===== src/rtl/atc_pkg.sv =====
// Shared constants, types and arctangent table for the accelerometer tilt block.
package atc_pkg;

  localparam int CAL_SAMPLES  = 10;
  localparam int ONE_G_COUNTS = 250;

  localparam int NSTEP = 34;
  localparam int G     = 32;
  localparam int F     = 24;
  localparam int AW    = 17;
  localparam int CW    = 18;
  localparam int XW    = 52;
  localparam int ZW    = 38;
  localparam int TW    = 39;
  localparam int SW    = 20;
  localparam int CNTW  = 4;
  localparam int OW    = 17;
  localparam int ANGW  = 15;
  localparam int IDXW  = $clog2(NSTEP);
  localparam int RUNW  = $clog2(NSTEP + 1);

  localparam int DIV_SH = 24;
  localparam int NW     = SW + 1;
  localparam int RW     = 24;
  localparam int EW     = NW;
  localparam int PW     = EW + 5;
  localparam longint DIV_R = (longint'(1) << DIV_SH) / (2 * CAL_SAMPLES)
                             + (((longint'(1) << DIV_SH) % (2 * CAL_SAMPLES)) != 0);

  localparam real PI = 3.14159265358979323846;

  typedef enum logic [1:0] {
    ST_IDLE,
    ST_RUN,
    ST_DONE
  } state_e;

  typedef enum logic {
    OP_MEASURE = 1'b0,
    OP_CAL     = 1'b1
  } op_e;

  typedef struct packed {
    logic signed [XW-1:0] x;
    logic signed [XW-1:0] y;
    logic signed [ZW-1:0] z;
  } lane_t;

  typedef logic signed [ZW-1:0] atan_tab_t [NSTEP];

  // atan(2^-i) in 1/64 degree with F fraction bits
  function automatic atan_tab_t build_atan_tab();
    atan_tab_t t;
    real v;
    for (int i = 0; i < NSTEP; i++) begin
      v = $atan(2.0 ** (-i)) * 11520.0 / PI * (2.0 ** F);
      t[i] = ZW'(longint'(v));
    end
    return t;
  endfunction

  localparam atan_tab_t ATAN_TAB = build_atan_tab();

endpackage


===== src/rtl/atc_cell.sv =====
// One vectoring CORDIC cell, two lanes, registered output.
module atc_cell (
  input  logic                        clk_i,
  input  logic [atc_pkg::IDXW-1:0]    idx_i,
  input  atc_pkg::lane_t [1:0]        lane_i,
  output atc_pkg::lane_t [1:0]        lane_o
);
  import atc_pkg::*;

  lane_t [1:0] lane_d, lane_q;

  always_comb begin
    for (int l = 0; l < 2; l++) begin
      lane_d[l] = lane_i[l];
      if (lane_i[l].y > 0) begin
        lane_d[l].x = lane_i[l].x + (lane_i[l].y >>> idx_i);
        lane_d[l].y = lane_i[l].y - (lane_i[l].x >>> idx_i);
        lane_d[l].z = lane_i[l].z + ATAN_TAB[idx_i];
      end else if (lane_i[l].y < 0) begin
        lane_d[l].x = lane_i[l].x - (lane_i[l].y >>> idx_i);
        lane_d[l].y = lane_i[l].y + (lane_i[l].x >>> idx_i);
        lane_d[l].z = lane_i[l].z - ATAN_TAB[idx_i];
      end
    end
  end

  always_ff @(posedge clk_i) begin
    lane_q <= lane_d;
  end

  assign lane_o = lane_q;

endmodule


===== config.mk =====
export PLATFORM = sky130hd
export DESIGN_NAME = atc_cell
export DESIGN_NICKNAME = d
export VERILOG_FILES = /design/src/rtl/atc_pkg.sv /design/src/rtl/atc_cell.sv
export SDC_FILE = /design/constraint.sdc
export NUM_CORES = 2
export LEC_CHECK = 0
export BUFFER_PORTS_ARGS = -buffer_cell sky130_fd_sc_hd__buf_2
export CAP_MARGIN = 20
export CELL_PAD_IN_SITES_DETAIL_PLACEMENT = 0
export CELL_PAD_IN_SITES_GLOBAL_PLACEMENT = 1
export CORE_MARGIN = 2
export CORE_UTILIZATION = 48
export CTS_CLUSTER_DIAMETER = 200
export CTS_CLUSTER_SIZE = 20
export DETAILED_ROUTE_END_ITERATION = 6
export PLACE_DENSITY_LB_ADDON = 0.1
export RECOVER_POWER = 25
export SLEW_MARGIN = 5
export SYNTH_ARGS = -nofsm -noshare
export SYNTH_HDL_FRONTEND = slang
export SYNTH_SLANG_ARGS = --single-unit

===== constraint.sdc =====
create_clock -name clk_i -period 11 [get_ports clk_i]
set_input_delay 1.65 -clock clk_i [delete_from_list [all_inputs] [get_ports clk_i]]
set_output_delay 1.65 -clock clk_i [all_outputs]
set_load 0.05 [all_outputs]

After elaboration in Yosys (flattened, before gate mapping) --
Memories as Yosys holds them, arrays and structs flattened. Index checks and enable logic that the tools add are counted.
Word-level totals: bits in writable memories 0, bits in latches 0, word-level logic and storage cells 35, bits in registers 284, output and inout bits 284, memories 1, bits in read-only memories 2432
Memories:
- (no name shown) | depth 64, width 38, rd ports 1, clocked after memory_dff 0, wr ports 0, RTL line atc_cell.sv:22 | lane_d[l].z = lane_i[l].z - ATAN_TAB[idx_i];
Operators by class: order comparisons 5, bitwise operators 1, multipliers 0, shifts and indexed selects 4, add/subtract/negate cells 12, divide/modulo/power cells 0, multiplexer cells 6, reduce and logical (&&, ||, !) cells 0, eq/ne operators 0
Operators with widths (number):
- $mux W142 | 4
- $add A52 B52 Y52 | 4
- $sshr A52 B6 Y52 | 4
- $sub A52 B52 Y52 | 4
- $gt A52 B1 Y1 const B | 2
- $lt A52 B1 Y1 const B | 2
- $add A38 B38 Y38 | 2
- $mux W38 | 2
- $sub A38 B38 Y38 | 2
- $ge A7 B7 Y1 const B | 1
- $not A6 Y7 | 1

Depth between registers and ports, before layout --
depth after elaboration 7, gate-level depth with buffers 28

Worst setup path before layout --
OpenSTA, ideal clock, no wires.
path type input -> register, start input idx_i[0] (netlist bit), end register lane_q (netlist bit lane_o[280]), stages on the path 27, required time 10.905 ns, setup slack 3.501 ns, path buffers 5, arrival time 7.404 ns, cell sequence clkbuf_1 -> buf_2 -> buf_1 -> clkbuf_1 -> buf_1 -> mux4_2 -> nand2_1 -> o21a_1 -> nor2_1 -> a21oi_1 -> mux2i_1 -> nor2_1 -> a21oi_1 -> ha_1 -> inv_1 -> fa_1 -> o21ba_1 -> or4_1 -> a211oi_2 -> o22ai_1 -> nor4_2 -> o21ai_1 -> o31a_1 -> o31ai_4 -> a311oi_1 -> or4_1 -> o311ai_1
RTL lines:
- from (decl) | RTL line atc_cell.sv:4 | input logic [atc_pkg::IDXW-1:0] idx_i,
- to (signal assigned) | RTL line atc_cell.sv:28 | lane_q <= lane_d;
- to (decl) | RTL line atc_cell.sv:10 | lane_t [1:0] lane_d, lane_q;

==> metrics.md <==
| Metric | Value |
|---|---|
| Outcome | finished, final reports clean |
| Number of antenna violations at the first check in global routing | 31 |
| Final Hold Vio Count | 0 |
| Worst relative slew slack | 20.61% |
| WHS | 1.212 ns |
| Post-DR vias/cell | 6.574 |
| Setup slack after placement | 2.346 ns |
| First-pass detailed-route iteration total | 7 |
| Via total after detailed routing | 61,620 |
| Width of the die | 339.4 um |
| Crit Path Class | input pin to flip-flop |
| Hold depth | 2 |
| Number of max-slew violations in the final report | 0 |
| Number of gates resized after CTS | 0 |
| Number of buffers inserted by post-CTS setup repair | 0 |
| Fraction of final layout cells with drive strength greater than 1 | 10.21% |
| Flip-flop and latch count after synthesis | 284 |
| Placed Instance Area | 0.05731 mm^2 |
| Starting DRC count in detailed routing | 7,642 |
| Maximum clock frequency | 0.1203 GHz |
| Clk slew on worst S/H paths | 0.10 ns |
| Largest voltage drop on the vdd net | 0.0001705 V |
| Pin count of the biggest net entering global routing | 162 |
| Data required, critical path | 11.47 ns |
| Element type at the critical path end | flip-flop |
| Slowest Stage Delay on Critical Path | 0.77 ns |
| Power density cells | 130.5 mW/mm^2 |
| Final setup slack of the worst path | 2.687 ns |
| Main area contributors after synthesis | ha_1 14%, dfxtp_1 11%, a21oi_1 7.5% |
| Launch point of the worst hold path | lane_i[37] |
| GRT Total Usage | 40.74% |
| Num Clock Sinks | 284 |
| Total chip power | 7.529 mW |
| Count of flip-flops with a built-in enable after synthesis | 0 |
| Most common flop cell mapped by yosys | dfxtp_1 |
| CTS HTree Levels | 1 |
| DRC violation count after routing | 0 |
| Hold EP | lane_o[37] |
| IO Port Bufs | 574 |
| Fin crit period | 8.313 ns |
| Routed Antenna Nets | 0 |
| Final sum of negative setup slack | 0 ns |
| Slew at the pin closest to its max-slew limit | 1.174 ns |
| Worst path cell trace | buf_6, inv_8, buf_4, mux2i_1, a21oi_1, nor2_1, a21oi_1, o21ai_0, ha_1, nor4_1, o21ai_0, a21o_1, a31oi_1, a311oi_2, o31ai_1, a221oi_1, o211ai_1, a31oi_1, xnor2_1, o22ai_1 |
| Gate Count Post-Synth | 7,725 |
| Slowest stage cell, crit path | inv_8 |
| Portion of synthesized cell area occupied by the leading cell type | 14.27% |
| Part of the cycle the worst path needs | 75.58% |
| Wire length of the first global-routing pass | 365,500 um |
| Die area | 0.1152 mm^2 |
| Die height | 339.4 um |
| Worst path top cell family by delay | compound AO/OA/AOI/OAI gates |
| CTS Buffer Depth | 3 |
| Yosys warning total | 0 |
| Synth unique cells | 93 |
| Leakage power figure | 25.40 nW |
| Detailed-route wire length per cell | 26.53 um |
| Async set-reset flop share out of synthesis | 0% |
| Placeable core area | 0.1120 mm^2 |
| Number of placement rows | 123 |
| Number of buffers added by the clock tree synthesis step | 18 |
| DP Wirelength | 197,600 um |
| Post-Syn Area | 0.05400 mm^2 |
| Starting density of the core | 48.20% |
| Sequential fraction of the synthesis area | 10.53% |
| Crit path buffers/inverters | 3 |
| Commonest cells post-synth | 813 x a21oi_1, 785 x nand2_1, 716 x nor2_1, 635 x o21ai_0, 616 x ha_1 |
| Timing startpoint of the critical path | idx_i[2] |
| Number of flip-flops under the largest register name | 284 |
| Setup repair after global routing missed its margin | false |
| Synth area leader | ha_1 |
| I/O pin count | 575 |
| Top-count cell post-synth | a21oi_1 |
| Max_cap viols | 0 |
| Root Buffer | clkbuf_16 |
| Launching element type of the critical path | input pin |
| Nets in the synthesized netlist | 8,644 |
| TritonCTS clock tree | yes |
| Final Cell Area | 0.05768 mm^2 |
| Vias in the first global route | 56,730 |
| CP max FO | 157 |
| Hold Buf Count CTS | 0 |
| Routability-driven placement congestion ratio | 1.031 |
| Synthesis-to-finish area growth | 6.812% |
| Gr ovfl total | 0 |
| Total Routed Length | 248,700 um |
| Class of the tightest hold or removal check | input pin to flip-flop |
| Layout net count | 8,771 |
| Data arrival time of the critical path | 8.79 ns |
| Final setup violation count | 0 |
| Mean instance size in the synthesized netlist | 6.990 um^2 |
==> worst max path at each step <==
stage                             end  slack (ns)  cells after the start
final                      lane_o[86]        2.69                     20
after floorplan           lane_o[280]        3.50                     27
after global placement    lane_o[280]        2.44                     20
after CTS                  lane_o[86]        2.98                     20
after detailed placement   lane_o[86]        2.35                     20
after global routing       lane_o[86]        2.30                     20
==> power breakdown <==
part | internal, mW | leakage (nW) | switching (mW)
combinational | 1.64 | 22.8 | 3.72
clock | 0.298 | 0.236 | 0.443
sequential | 1.31 | 2.39 | 0.122
==> cell usage in the layout, fill, tap and decap left out, types with 51 or more instances in the layout <==
cell / n
nor2b_1: 74
or2_2: 64
nor4_1: 74
dfxtp_1: 284
o221ai_1: 74
nand4_1: 70
a22oi_1: 72
o22ai_1: 69
xnor2_1: 315
xor2_1: 63
nor2_1: 713
clkbuf_1: 142
o21bai_1: 180
a21o_1: 145
o21a_1: 93
inv_1: 516
nor3_1: 132
mux2i_1: 215
a31oi_1: 69
a211oi_1: 73
a21oi_1: 813
nand2b_1: 89
o21ai_0: 635
nand3_1: 110
mux4_2: 132
buf_2: 425
o211ai_1: 51
ha_1: 616
nand2_1: 783
o31ai_1: 55
==> logic make-up after synthesis <==
family / synth area share, %
multiplexers: 10.51
buffers and inverters: 7.366
adder cells (fa/ha/maj): 14.72
AND/OR/NAND/NOR: 19.05
flip-flops: 10.53
AO/OA/AOI/OAI: 31.70
XOR/XNOR: 6.131
==> stage by stage <==
stage                     std cells  util [%]
after CTS                      9351     51.59
after global placement         9331     51.16
final                          9374     51.48
after global routing           9371     51.48
after floorplan                7725         -
after detailed placement       9331     51.16
==> area by class of cell <==
cell class | instances | area (um^2)
fill | 11650 | 54360
multi-input combinational | 6387 | 44390
sequential | 284 | 5685
timing repair buffer | 620 | 3144
inverter | 541 | 2046
tap | 1500 | 1877
clock buffer | 18 | 450.4
antenna | 22 | 55.05
clock inverter | 2 | 32.53
==> per-layer routing <==
layer | GRT usage [%] | share of wire (%)
met5 | 0 | 0.041
met4 | 24.53 | 7.1
met1 | 53.08 | 40
met2 | 62.77 | 43
met3 | 7.146 | 9.5
(Power assumes the default switching activity.)
